`src/hw/rtl/sdt_pkg.sv`:
```
// Shared constants, types and helper functions for the sleep deadline table.
// Used by the top level and the port checker.
package sdt_pkg;

    localparam int MAX_SLOTS  = 8;
    localparam int COUNT_BITS = 16;
    localparam int TASK_W     = 8;
    localparam int LEN_W      = 16;
    localparam int REM_W      = 16;
    localparam int SLOT_W     = (MAX_SLOTS > 1) ? $clog2(MAX_SLOTS) : 1;
    localparam int SCNT_W     = $clog2(MAX_SLOTS + 1);
    localparam int ENTRY_W    = TASK_W + 2 * COUNT_BITS;
    localparam int WIDE_W     = (COUNT_BITS > LEN_W) ? COUNT_BITS : LEN_W;

    typedef logic [COUNT_BITS-1:0] count_t;
    typedef logic [SLOT_W-1:0]     slot_idx_t;
    typedef logic [MAX_SLOTS-1:0]  slot_mask_t;
    typedef logic [TASK_W-1:0]     task_t;

    typedef enum logic [1:0] {
        REQ_SLEEP  = 2'd0,
        REQ_TICK   = 2'd1,
        REQ_REMOVE = 2'd2
    } req_t;

    typedef enum logic [2:0] {
        ST_ACCEPTED  = 3'd0,
        ST_IMMEDIATE = 3'd1,
        ST_FULL      = 3'd2,
        ST_WOKEN     = 3'd3,
        ST_NOTHING   = 3'd4,
        ST_REMOVED   = 3'd5,
        ST_NOT_FOUND = 3'd6
    } status_t;

    typedef enum logic [2:0] {
        S_IDLE,
        S_SCAN,
        S_DECIDE,
        S_RESULT,
        S_EMIT_RD,
        S_EMIT_OUT
    } state_t;

    // Clamp a requested length to the counter range.
    function automatic count_t sat_len(input logic [LEN_W-1:0] len);
        logic [WIDE_W-1:0] v;
        logic [WIDE_W-1:0] m;
        begin
            v = WIDE_W'(len);
            m = WIDE_W'({COUNT_BITS{1'b1}});
            sat_len = count_t'((v > m) ? m : v);
        end
    endfunction

    // Clamp a remaining time to the result field.
    function automatic logic [REM_W-1:0] sat_rem(input count_t rem);
        logic [WIDE_W-1:0] v;
        logic [WIDE_W-1:0] m;
        begin
            v = WIDE_W'(rem);
            m = WIDE_W'({REM_W{1'b1}});
            sat_rem = REM_W'((v > m) ? m : v);
        end
    endfunction

    // Index of the lowest set bit; zero when none is set.
    function automatic slot_idx_t lowest_set(input slot_mask_t m);
        slot_idx_t idx;
        begin
            idx = '0;
            for (int i = MAX_SLOTS - 1; i >= 0; i--)
            begin
                if (m[i])
                    idx = SLOT_W'(i);
            end
            lowest_set = idx;
        end
    endfunction

endpackage

```
`src/hw/rtl/sleep_deadline_table_top.sv`:
```
// Sleep deadline table: slot contents in one RAM, valid bits and counter in flops.
// Flow: a request is taken in S_IDLE, S_SCAN reads every slot, S_DECIDE updates the table,
// S_RESULT registers the result; a waking tick instead alternates S_EMIT_RD and S_EMIT_OUT.
// Requests are handled one at a time, each paced by the single RAM read port that scans
// one slot per cycle and re-reads each woken slot.
// Reset: valid bits, tick counter and control clear at once; slot contents are not cleared.
// Depends on sdt_pkg and sdt_ram.
module sleep_deadline_table_top (
    input  logic        clk,
    input  logic        rst_n,
    input  logic        s_tvalid,
    output logic        s_tready,
    input  logic [23:0] s_tdata,   // [7:0] task_id, [23:8] sleep_length
    input  logic [1:0]  s_tuser,   // [1:0] req_type
    output logic        m_tvalid,
    input  logic        m_tready,
    output logic [23:0] m_tdata,   // [7:0] woken_id, [23:8] next_remaining
    output logic [2:0]  m_tuser,   // [2:0] status
    output logic        m_tlast
);

    sdt_pkg::state_t     state_reg, state_next;
    logic [sdt_pkg::SCNT_W-1:0] cnt_reg, cnt_next;
    sdt_pkg::req_t       req_reg, req_next;
    sdt_pkg::task_t      id_reg, id_next;
    sdt_pkg::count_t     len_reg, len_next;
    logic                zero_reg, zero_next;
    sdt_pkg::count_t     now_reg, now_next;
    sdt_pkg::slot_mask_t valid_reg, valid_next;
    sdt_pkg::slot_mask_t due_reg, due_next;
    logic                match_reg, match_next;
    sdt_pkg::slot_idx_t  match_idx_reg, match_idx_next;
    logic                any_reg, any_next;
    sdt_pkg::count_t     min_reg, min_next;
    sdt_pkg::status_t    res_status_reg, res_status_next;
    sdt_pkg::task_t      res_id_reg, res_id_next;
    sdt_pkg::slot_idx_t  emit_idx_reg, emit_idx_next;

    logic                out_valid_reg, out_valid_next;
    sdt_pkg::status_t    out_status_reg, out_status_next;
    sdt_pkg::task_t      out_id_reg, out_id_next;
    logic [sdt_pkg::REM_W-1:0] out_rem_reg, out_rem_next;
    logic                out_last_reg, out_last_next;

    logic                        ram_we;
    sdt_pkg::slot_idx_t          ram_waddr;
    logic [sdt_pkg::ENTRY_W-1:0] ram_wdata;
    sdt_pkg::slot_idx_t          ram_raddr;
    logic [sdt_pkg::ENTRY_W-1:0] ram_rdata;

    sdt_pkg::task_t      ent_task;
    sdt_pkg::count_t     ent_start;
    sdt_pkg::count_t     ent_len;
    sdt_pkg::count_t     ent_el;
    sdt_pkg::count_t     ent_rem;
    logic                ent_due;
    logic                ent_match;
    logic                ent_kept;
    sdt_pkg::slot_idx_t  proc_idx;
    logic                out_free;
    logic                in_take;
    logic                has_free;
    sdt_pkg::slot_idx_t  free_idx;
    logic [sdt_pkg::REM_W-1:0] next_rem;

    sdt_ram #(
        .WIDTH (sdt_pkg::ENTRY_W),
        .DEPTH (sdt_pkg::MAX_SLOTS)
    ) u_slot_ram (
        .clk   (clk),
        .we    (ram_we),
        .waddr (ram_waddr),
        .wdata (ram_wdata),
        .raddr (ram_raddr),
        .rdata (ram_rdata)
    );

    assign s_tready = (state_reg == sdt_pkg::S_IDLE);
    assign in_take  = s_tvalid & s_tready;
    assign out_free = ~out_valid_reg | m_tready;

    assign m_tvalid = out_valid_reg;
    assign m_tdata  = {out_rem_reg, out_id_reg};
    assign m_tuser  = out_status_reg;
    assign m_tlast  = out_last_reg;

    // Slot entry layout: task, start, length from the lowest bit up
    assign ent_task  = ram_rdata[sdt_pkg::TASK_W-1:0];
    assign ent_start = ram_rdata[sdt_pkg::TASK_W +: sdt_pkg::COUNT_BITS];
    assign ent_len   = ram_rdata[sdt_pkg::TASK_W + sdt_pkg::COUNT_BITS +: sdt_pkg::COUNT_BITS];
    assign ent_el    = now_reg - ent_start;
    assign ent_due   = (ent_el >= ent_len);
    assign ent_rem   = ent_due ? '0 : (ent_len - ent_el);
    assign ent_match = (ent_task == id_reg);
    assign proc_idx  = sdt_pkg::SLOT_W'(cnt_reg - sdt_pkg::SCNT_W'(1));

    assign has_free = |(~valid_reg);
    assign free_idx = sdt_pkg::lowest_set(~valid_reg);
    assign next_rem = any_reg ? sdt_pkg::sat_rem(min_reg) : '0;

    always_comb
    begin
        case (req_reg)
            sdt_pkg::REQ_TICK:   ent_kept = ~ent_due;
            sdt_pkg::REQ_REMOVE: ent_kept = ~ent_match;
            default:             ent_kept = 1'b1;
        endcase
    end

    always_comb
    begin
        state_next      = state_reg;
        cnt_next        = cnt_reg;
        req_next        = req_reg;
        id_next         = id_reg;
        len_next        = len_reg;
        zero_next       = zero_reg;
        now_next        = now_reg;
        valid_next      = valid_reg;
        due_next        = due_reg;
        match_next      = match_reg;
        match_idx_next  = match_idx_reg;
        any_next        = any_reg;
        min_next        = min_reg;
        res_status_next = res_status_reg;
        res_id_next     = res_id_reg;
        emit_idx_next   = emit_idx_reg;
        out_valid_next  = out_valid_reg & ~m_tready;
        out_status_next = out_status_reg;
        out_id_next     = out_id_reg;
        out_rem_next    = out_rem_reg;
        out_last_next   = out_last_reg;
        ram_we          = 1'b0;
        ram_waddr       = free_idx;
        ram_wdata       = {len_reg, now_reg, id_reg};
        ram_raddr       = emit_idx_reg;

        case (state_reg)
            sdt_pkg::S_IDLE:
            begin
                if (in_take)
                begin
                    case (s_tuser)
                        sdt_pkg::REQ_SLEEP, sdt_pkg::REQ_TICK, sdt_pkg::REQ_REMOVE:
                        begin
                            req_next   = sdt_pkg::req_t'(s_tuser);
                            id_next    = s_tdata[7:0];
                            len_next   = sdt_pkg::sat_len(s_tdata[23:8]);
                            zero_next  = (s_tdata[23:8] == '0);
                            cnt_next   = '0;
                            due_next   = '0;
                            match_next = 1'b0;
                            any_next   = 1'b0;
                            state_next = sdt_pkg::S_SCAN;
                            // counter runs only while some task sleeps
                            if ((s_tuser == sdt_pkg::REQ_TICK) && (|valid_reg))
                                now_next = now_reg + sdt_pkg::count_t'(1);
                        end
                        default:
                        begin
                            // unknown request: drop silently
                        end
                    endcase
                end
            end

            sdt_pkg::S_SCAN:
            begin
                ram_raddr = (cnt_reg < sdt_pkg::SCNT_W'(sdt_pkg::MAX_SLOTS))
                          ? sdt_pkg::SLOT_W'(cnt_reg) : '0;
                cnt_next  = cnt_reg + sdt_pkg::SCNT_W'(1);
                // read data is registered: it belongs to the address of the previous cycle
                if ((cnt_reg != '0) && valid_reg[proc_idx])
                begin
                    if (ent_match)
                    begin
                        match_next     = 1'b1;
                        match_idx_next = proc_idx;
                    end
                    if (ent_due)
                        due_next[proc_idx] = 1'b1;
                    if (ent_kept && (!any_reg || (ent_rem < min_reg)))
                    begin
                        min_next = ent_rem;
                        any_next = 1'b1;
                    end
                end
                if (cnt_reg == sdt_pkg::SCNT_W'(sdt_pkg::MAX_SLOTS))
                    state_next = sdt_pkg::S_DECIDE;
            end

            sdt_pkg::S_DECIDE:
            begin
                res_id_next = id_reg;
                state_next  = sdt_pkg::S_RESULT;
                case (req_reg)
                    sdt_pkg::REQ_SLEEP:
                    begin
                        if (zero_reg)
                            res_status_next = sdt_pkg::ST_IMMEDIATE;
                        else if (match_reg || !has_free)
                            res_status_next = sdt_pkg::ST_FULL;
                        else
                        begin
                            ram_we               = 1'b1;
                            valid_next[free_idx] = 1'b1;
                            res_status_next      = sdt_pkg::ST_ACCEPTED;
                            if (!any_reg || (len_reg < min_reg))
                                min_next = len_reg;
                            any_next = 1'b1;
                        end
                    end
                    sdt_pkg::REQ_REMOVE:
                    begin
                        if (match_reg)
                        begin
                            valid_next[match_idx_reg] = 1'b0;
                            res_status_next           = sdt_pkg::ST_REMOVED;
                        end
                        else
                            res_status_next = sdt_pkg::ST_NOT_FOUND;
                    end
                    default:
                    begin
                        if (|due_reg)
                        begin
                            valid_next = valid_reg & ~due_reg;
                            state_next = sdt_pkg::S_EMIT_RD;
                        end
                        else
                        begin
                            res_status_next = sdt_pkg::ST_NOTHING;
                            res_id_next     = '0;
                        end
                    end
                endcase
            end

            sdt_pkg::S_RESULT:
            begin
                if (out_free)
                begin
                    out_valid_next  = 1'b1;
                    out_status_next = res_status_reg;
                    out_id_next     = res_id_reg;
                    out_rem_next    = next_rem;
                    out_last_next   = 1'b1;
                    state_next      = sdt_pkg::S_IDLE;
                end
            end

            sdt_pkg::S_EMIT_RD:
            begin
                // fetch the next woken slot in slot order
                ram_raddr     = sdt_pkg::lowest_set(due_reg);
                emit_idx_next = sdt_pkg::lowest_set(due_reg);
                state_next    = sdt_pkg::S_EMIT_OUT;
            end

            sdt_pkg::S_EMIT_OUT:
            begin
                if (out_free)
                begin
                    due_next[emit_idx_reg] = 1'b0;
                    out_valid_next  = 1'b1;
                    out_status_next = sdt_pkg::ST_WOKEN;
                    out_id_next     = ent_task;
                    out_rem_next    = next_rem;
                    out_last_next   = (due_next == '0);
                    state_next      = (due_next == '0) ? sdt_pkg::S_IDLE : sdt_pkg::S_EMIT_RD;
                end
            end

            default:
            begin
                state_next = sdt_pkg::S_IDLE;
            end
        endcase
    end

    always_ff @(posedge clk or negedge rst_n)
    begin
        if (!rst_n)
        begin
            state_reg     <= sdt_pkg::S_IDLE;
            cnt_reg       <= '0;
            req_reg       <= sdt_pkg::REQ_SLEEP;
            now_reg       <= '0;
            valid_reg     <= '0;
            due_reg       <= '0;
            match_reg     <= 1'b0;
            any_reg       <= 1'b0;
            out_valid_reg <= 1'b0;
        end
        else
        begin
            state_reg     <= state_next;
            cnt_reg       <= cnt_next;
            req_reg       <= req_next;
            now_reg       <= now_next;
            valid_reg     <= valid_next;
            due_reg       <= due_next;
            match_reg     <= match_next;
            any_reg       <= any_next;
            out_valid_reg <= out_valid_next;
        end
    end

    always_ff @(posedge clk)
    begin
        id_reg         <= id_next;
        len_reg        <= len_next;
        zero_reg       <= zero_next;
        match_idx_reg  <= match_idx_next;
        min_reg        <= min_next;
        res_status_reg <= res_status_next;
        res_id_reg     <= res_id_next;
        emit_idx_reg   <= emit_idx_next;
        out_status_reg <= out_status_next;
        out_id_reg     <= out_id_next;
        out_rem_reg    <= out_rem_next;
        out_last_reg   <= out_last_next;
    end

endmodule

```
`src/hw/rtl/sdt_ram.sv`:
```
// Generic single-port-write, single-port-read RAM with registered read data.
// No dependencies.
module sdt_ram #(
    parameter int WIDTH = 8,
    parameter int DEPTH = 8
) (
    input  logic                                           clk,
    input  logic                                           we,
    input  logic [((DEPTH > 1) ? $clog2(DEPTH) : 1)-1:0]  waddr,
    input  logic [WIDTH-1:0]                               wdata,
    input  logic [((DEPTH > 1) ? $clog2(DEPTH) : 1)-1:0]  raddr,
    output logic [WIDTH-1:0]                               rdata
);

    logic [WIDTH-1:0] mem [DEPTH];

    always_ff @(posedge clk)
    begin
        if (we)
            mem[waddr] <= wdata;
        rdata <= mem[raddr];
    end

endmodule

```
`config.mk`:
```
export PLATFORM = sky130hd
export DESIGN_NAME = sleep_deadline_table_top
export DESIGN_NICKNAME = d
export VERILOG_FILES = /design/src/hw/rtl/sdt_pkg.sv /design/src/hw/rtl/sleep_deadline_table_top.sv /design/src/hw/rtl/sdt_ram.sv
export SDC_FILE = /design/constraint.sdc
export NUM_CORES = 1
export LEC_CHECK = 0
export BUFFER_PORTS_ARGS = -buffer_cell sky130_fd_sc_hd__buf_4
export CAP_MARGIN = 30
export CELL_PAD_IN_SITES_DETAIL_PLACEMENT = 1
export CELL_PAD_IN_SITES_GLOBAL_PLACEMENT = 1
export CORE_MARGIN = 4
export CORE_UTILIZATION = 58
export CTS_BUF_LIST = sky130_fd_sc_hd__clkbuf_2 sky130_fd_sc_hd__clkbuf_4 sky130_fd_sc_hd__clkbuf_8
export DETAILED_ROUTE_END_ITERATION = 6
export PLACE_DENSITY = 0.9
export SETUP_SLACK_MARGIN = 0.5
export SLEW_MARGIN = 10
export SYNTH_ARGS = -nofsm -noshare
export SYNTH_HDL_FRONTEND = slang
export SYNTH_SLANG_ARGS = --single-unit
```
`constraint.sdc`:
```
create_clock -name clk -period 13.5 [get_ports clk]
set_input_delay 2.7 -clock clk [delete_from_list [all_inputs] [get_ports clk]]
set_output_delay 2.7 -clock clk [all_outputs]
set_load 0.02 [all_outputs]
```
* Yosys cells after proc, flatten, opt, wreduce, memory -nomap -nowiden
Memories as Yosys holds them, arrays and structs flattened. A register that Yosys moved wholly into a read port is not among the register bits.
Index checks and enable logic that the tools add are counted.
** Word-level totals
- Register bits :: 130
- RAM bits :: 320
- Input bits :: 30
- Memories :: 1
** Operators by class
- $add $sub $neg :: 5
- Order comparisons :: 14
- Equality and inequality tests :: 28
- Muxes and demuxes :: 96
- Bitwise logic cells :: 16
- Reductions and logical operators :: 43
** Memory list
- u_slot_ram.mem :: depth 8, width 40, rd ports 1, clocked after Yosys merged registers in 1, write ports 1, line sdt_ram.sv:15 : logic [WIDTH-1:0] mem [DEPTH];
** Operators by type and width (number)
- 2-to-1 mux 16 bit :: 8
- 2-to-1 mux 8 bit :: 13
- 2-to-1 mux 3 bit :: 28
- > comparator 16 bit (second input constant) :: 2
- < comparator 16 bit :: 2
- inverter 8 bit :: 4
- case mux 16 bit (2 select lines) :: 1
- case mux 8 bit (2 select lines) :: 2
- subtractor 16 bit :: 2
- inequality test 2 bit (second input constant) :: 14
- bitwise AND 8 bit :: 3
- 2-to-1 mux 1 bit :: 24
- case mux 8 bit (3 select lines) :: 1
- OR reduction 8 bit :: 3
- case mux 3 bit (2 select lines) :: 3
- case mux 3 bit (6 select lines) :: 1
- adder 16 x 1 -> 16 bit (second input constant) :: 1
- >= comparator 16 bit :: 1
- zero test 16 bit :: 1
- < comparator 3 x 4 -> 1 bit (second input constant) :: 4
- bitwise OR 8 bit :: 2
- AND reduction 5 bit :: 3
- demux 1 bit (select 3 bit) :: 4
- >= comparator 3 x 1 -> 1 bit (second input constant) :: 4
- other kinds (38) :: 71

* Logic depth before layout (Yosys ltp)
- Word-level depth :: 17
- Depth in mapped cells :: 26

* By module
A second synthesis with hierarchy kept.
** Unflattened totals
- Cells, all modules :: 1334
- Area, all modules :: 21408.0 µm²
** Modules (own cells, without submodules)
- sdt_ram :: times used 1, cells an instance 515, area an instance 13171.4 µm², seq. area each 10410.0 µm²
- sleep_deadline_table_top :: times used 1, cells an instance 819, area an instance 8236.6 µm², seq. area each 3683.5 µm²

* Worst setup path before layout
No wires, ideal clock.
- Path type :: reg-to-reg
- Start :: reg now_reg[0]
- End :: reg min_reg[0] (enable)
- Library setup time :: 375 ps
- Data arrival time :: 5754 ps
- Slack :: 7371 ps
- Stages on the path, launching flop included :: 27
- Path buffers :: 1
- Path through :: dfrtp_1 > inv_1 > ha_1 > inv_1 > fa_1 > a211oi_1 > o21ai_0 > a31oi_1 > a21oi_1 > a21o_1 > a21oi_1 > xor2_1 > ha_1 > nand4_1 > or4_1 > o21ai_0 > a21o_1 > clkbuf_1 > nor2_1 > ha_1 > a211oi_1 > nor2_1 > nor3_1 > nor3_1 > o31a_1 > a2111oi_1 > o32a_1
** On the way
- Cells in the longest elaborated chain, start to end :: 8
- Elaborated cells between the ends (all ways) :: 11
- Those cells by class :: add/sub (2); order compare (2); eq/ne (1); mux (2); bitwise (1); reduce/logical (3)
** RTL lines
- from (decl) :: line sleep_deadline_table_top.sv:28 : sdt_pkg::count_t now_reg, now_next;
- from (signal assigned) :: line sleep_deadline_table_top.sv:300 : now_reg <= now_next;
- subtractor 16 bit * :: line sleep_deadline_table_top.sv:91 : assign ent_el = now_reg - ent_start;
- subtractor 16 bit / >= comparator 16 bit (equally long branches) :: line sleep_deadline_table_top.sv:93, sleep_deadline_table_top.sv:92
- 2-to-1 mux 16 bit :: line sleep_deadline_table_top.sv:93 : assign ent_rem = ent_due ? '0 : (ent_len - ent_el);
- < comparator 16 bit :: line sleep_deadline_table_top.sv:182 : if (ent_kept && (!any_reg || (ent_rem < min_reg)))
- logical OR 1 bit :: line sleep_deadline_table_top.sv:182
- logical AND 1 bit * :: line sleep_deadline_table_top.sv:182
- inequality test 2 bit (no line) *
- AND reduction 7 bit (no line) *
- to (signal assigned) :: line sleep_deadline_table_top.sv:315 : min_reg <= min_next;
- to (decl) :: line sleep_deadline_table_top.sv:34 : sdt_pkg::count_t min_reg, min_next;
Mark *: on every way between the ends. The rest lies on a longest branch, timed or not.
A chain may end at the register's enable or synchronous reset.

* Worst setup path after layout
- Start :: reg now_reg[0]
- End :: reg min_reg[10] (enable)
The elaborated chain is that of the path after synthesis.

==> impl_metrics.toml <==
[detailed_routing]
ant_nets = 0
vias = 17300
routed_wl_mm = 81.9
firstDrtPassIters = 6
drt-initial-drc-count = 2783
wire_per_inst_um = 35.0
route.detailed.drc = 0
via_per_inst = 7.38

[sta]
slew_violations = 0
timing.final.crit_share = 0.643
fin_crit_ns = 8.68
hold_violations = 0
relSlewSlack = 0.329
fin_skew_ns = 0.0652
grt_setup_unrepaired = "false"
fin_tns_setup_ns = 0
whs_ns = 0.545
finalSetupViolCount = 0
tightest_slew_ns = 1.00
max_freq_mhz = 115

[grt]
overflow = 0
gr-usage-all-layers = 0.357
grt_pass1_vias = 17700
grt_pass1_wl_mm = 110
grt_max_degree = 69
antenna_found_initial = 2

[clocking]
clockRootBuffer = "clkbuf_8"
cts_buffers = 77
clkSinkCount = 490
tritoncts = "done"
clk_latency_ns = 0.71
htreeDepth = 3
clk_pin_slew_ns = 0.08
hold_buffers = 0
postCtsSetupRepairBufs = 0
clock_path_buffers = 3
cts.repair.resized = 0

[finish]
nFillCells = 3467
area_growth_pct = 11.7
regMostFlops = "u_slot_ram.mem"
nNetsFinal = 1910
largest_reg_flops = 320
reg_top3 = "u_slot_ram.mem (320), u_slot_ram.rdata (40)"
antenna_cells = 0
layout-drive-gt1-share = 0.143
design_area_um2 = 24100

[critical_path]
cp-end-kind = "flip-flop"
cp_num_cells = 25
worst-setup-path-type = "reg2reg"
r2r_cells = 25
crit_path_max_fanout = 25
rr_startpoint = "now_reg[0]$_DFFE_PN0P_"
startpoint_type = "flip-flop"
required_ns = 13.79
critPathBufInv = 2
slowest_stage = "o32a_1"
critPathArrivalTime_ns = 8.97
timing.rr.end = "min_reg[10]$_DFFE_PP_"
path_delay_family = "compound AO/OA/AOI/OAI gates"
cpPeakStageDelay_ns = 0.91
reg2reg_slack_ns = 4.82

[logic_synthesis]
synth.most_common_cell = "edfxtp_1"
async_reset_ff_frac = 0.0898
syn_area_per_cell_um2 = 12.4
ys_ff_latch = 490
synth_cells = 1738
synth_cell_types = 74
ys_top_cells_by_count = "edfxtp_1, nand2_1, nand3_1, nor2_1"
syn_area_um2 = 21600
ys.warnings.count = 0
syn_nets = 1838
synthFlopType = "edfxtp_1"
synth_edf_count = 406
yosys-top-cells-area = "edfxtp_1, dfrtp_1, nand2_1, ha_1, dfxtp_1"
synth_area_leader_cell = "edfxtp_1"
synth.top_cell.area_share = 0.564
ys_seq_area_frac = 0.652

[placed_design]
place_congestion = 0.861
placed_area_um2 = 22500
io_buffer_count = 59
hpwl_mm = 38.7

[pwr]
total_leakage_power_nw = 8.98
power_density_nw_per_um2 = 269
finalPower_mw = 6.50
peakVddDrop_v = 0.000171

[floorplan]
die_w_um = 201
die_y_um = 201
fp.coreArea_um2 = 36700
dieArea_um2 = 40400
row_count = 70
ios = 60
start_util = 0.589

[run_status]
status = "complete, no violations"

[run]
maxCapViolCount = 0

[min_path]
hold_path.class = "reg2reg"
hold_end = "m_tuser[2]$_SDFFCE_PP0P_"
min_path_cells = 1
hold_start = "res_status_reg[2]$_DFFE_PP_"
cells in the final DEF (no fill, tap or decap), drive strengths merged, types with 3 or more instances in the layout:
| cell | Yosys | routed |
|---|---|---|
| a2111oi | 43 | 43 |
| a211oi | 7 | 7 |
| a21boi | 4 | 4 |
| a21o | 10 | 10 |
| a21oi | 48 | 48 |
| a22o | 8 | 8 |
| a311oi | 41 | 41 |
| a31o | 40 | 40 |
| a31oi | 15 | 15 |
| and2 | 32 | 32 |
| and3 | 46 | 46 |
| buf | 23 | 83 |
| clkbuf | 68 | 122 |
| clkinv | 0 | 15 |
| clkinvlp | 0 | 3 |
| dfrtp | 44 | 44 |
| dfxtp | 40 | 40 |
| edfxtp | 406 | 406 |
| ha | 68 | 68 |
| inv | 63 | 67 |
| mux2 | 14 | 14 |
| nand2 | 287 | 287 |
| nand2b | 17 | 17 |
| nand3 | 102 | 102 |
| nand4 | 12 | 12 |
| nor2 | 74 | 74 |
| nor2b | 14 | 14 |
| nor3 | 19 | 19 |
| nor3b | 10 | 10 |
| nor4 | 12 | 12 |
| o21a | 7 | 7 |
| o21ai | 54 | 54 |
| o21bai | 3 | 3 |
| o22ai | 6 | 6 |
| o31a | 3 | 3 |
| o31ai | 10 | 10 |
| or2 | 6 | 6 |
| or3 | 3 | 3 |
| xnor2 | 28 | 28 |
| xor2 | 26 | 26 |
through the flow:
step / worst slack (ns) / util / std cells
after floorplan: 7.37 / - / 1738
after global placement: 6.54 / 0.613 / 2195
after detailed placement: 6.05 / 0.613 / 2196
after CTS: 5.61 / 0.657 / 2340
after global routing: 4.61 / 0.658 / 2343
final: 4.82 / 0.658 / 2343
layer usage:
metal,up-vias,wire [µm],track usage
li1,6625,-,-
met2,1731,37600,0.584
met3,549,10100,0.0855
met5,-,28,0
met4,4,6600,0.191
met1,8380,27600,0.444
final cells by class:
class | count | area [µm²] | area share
multi-input combinational | 1094 | 6980 | 0.289
tap | 468 | 586 | 0.0243
clock buffer | 122 | 1460 | 0.0605
timing repair buffer | 84 | 654 | 0.0271
sequential | 490 | 14100 | 0.584
clock inverter | 22 | 128 | 0.00529
inverter | 63 | 236 | 0.00980
worst max path at each step:
stage | slack [ns] | from | to
2_1_floorplan | 7.37 | now_reg[0]$_DFFE_PN0P_ | min_reg[0]$_DFFE_PP_
3_3_place_gp | 6.54 | now_reg[0]$_DFFE_PN0P_ | min_reg[14]$_DFFE_PP_
3_5_place_dp | 6.05 | now_reg[0]$_DFFE_PN0P_ | min_reg[10]$_DFFE_PP_
4_1_cts | 5.61 | now_reg[0]$_DFFE_PN0P_ | min_reg[13]$_DFFE_PP_
5_1_grt | 4.61 | now_reg[0]$_DFFE_PN0P_ | min_reg[10]$_DFFE_PP_
6_report | 4.82 | now_reg[0]$_DFFE_PN0P_ | min_reg[10]$_DFFE_PP_
power breakdown:
part / switching, mW / internal, mW / total (mW) / leakage, nW
combinational: 2.10 / 0.925 / 3.02 / 3.48
sequential: 0.210 / 1.88 / 2.09 / 4.65
clock: 0.690 / 0.695 / 1.38 / 0.848
cells by family (layout without fill, tap and decap cells):
kind of cell               count (synthesis)  after routing  synth area share
DFF                                      490            490             0.652
adders and majority gates                 70             70            0.0412
buffers and inverters                    154            291            0.0286
and+or+nand+nor                          641            641             0.141
muxes                                     16             16           0.00938
xor gates and xnor gates                  54             54            0.0219
AOI/OAI and AO/OA                        313            313             0.106
Note: power is estimated with default switching activity, not from simulation.
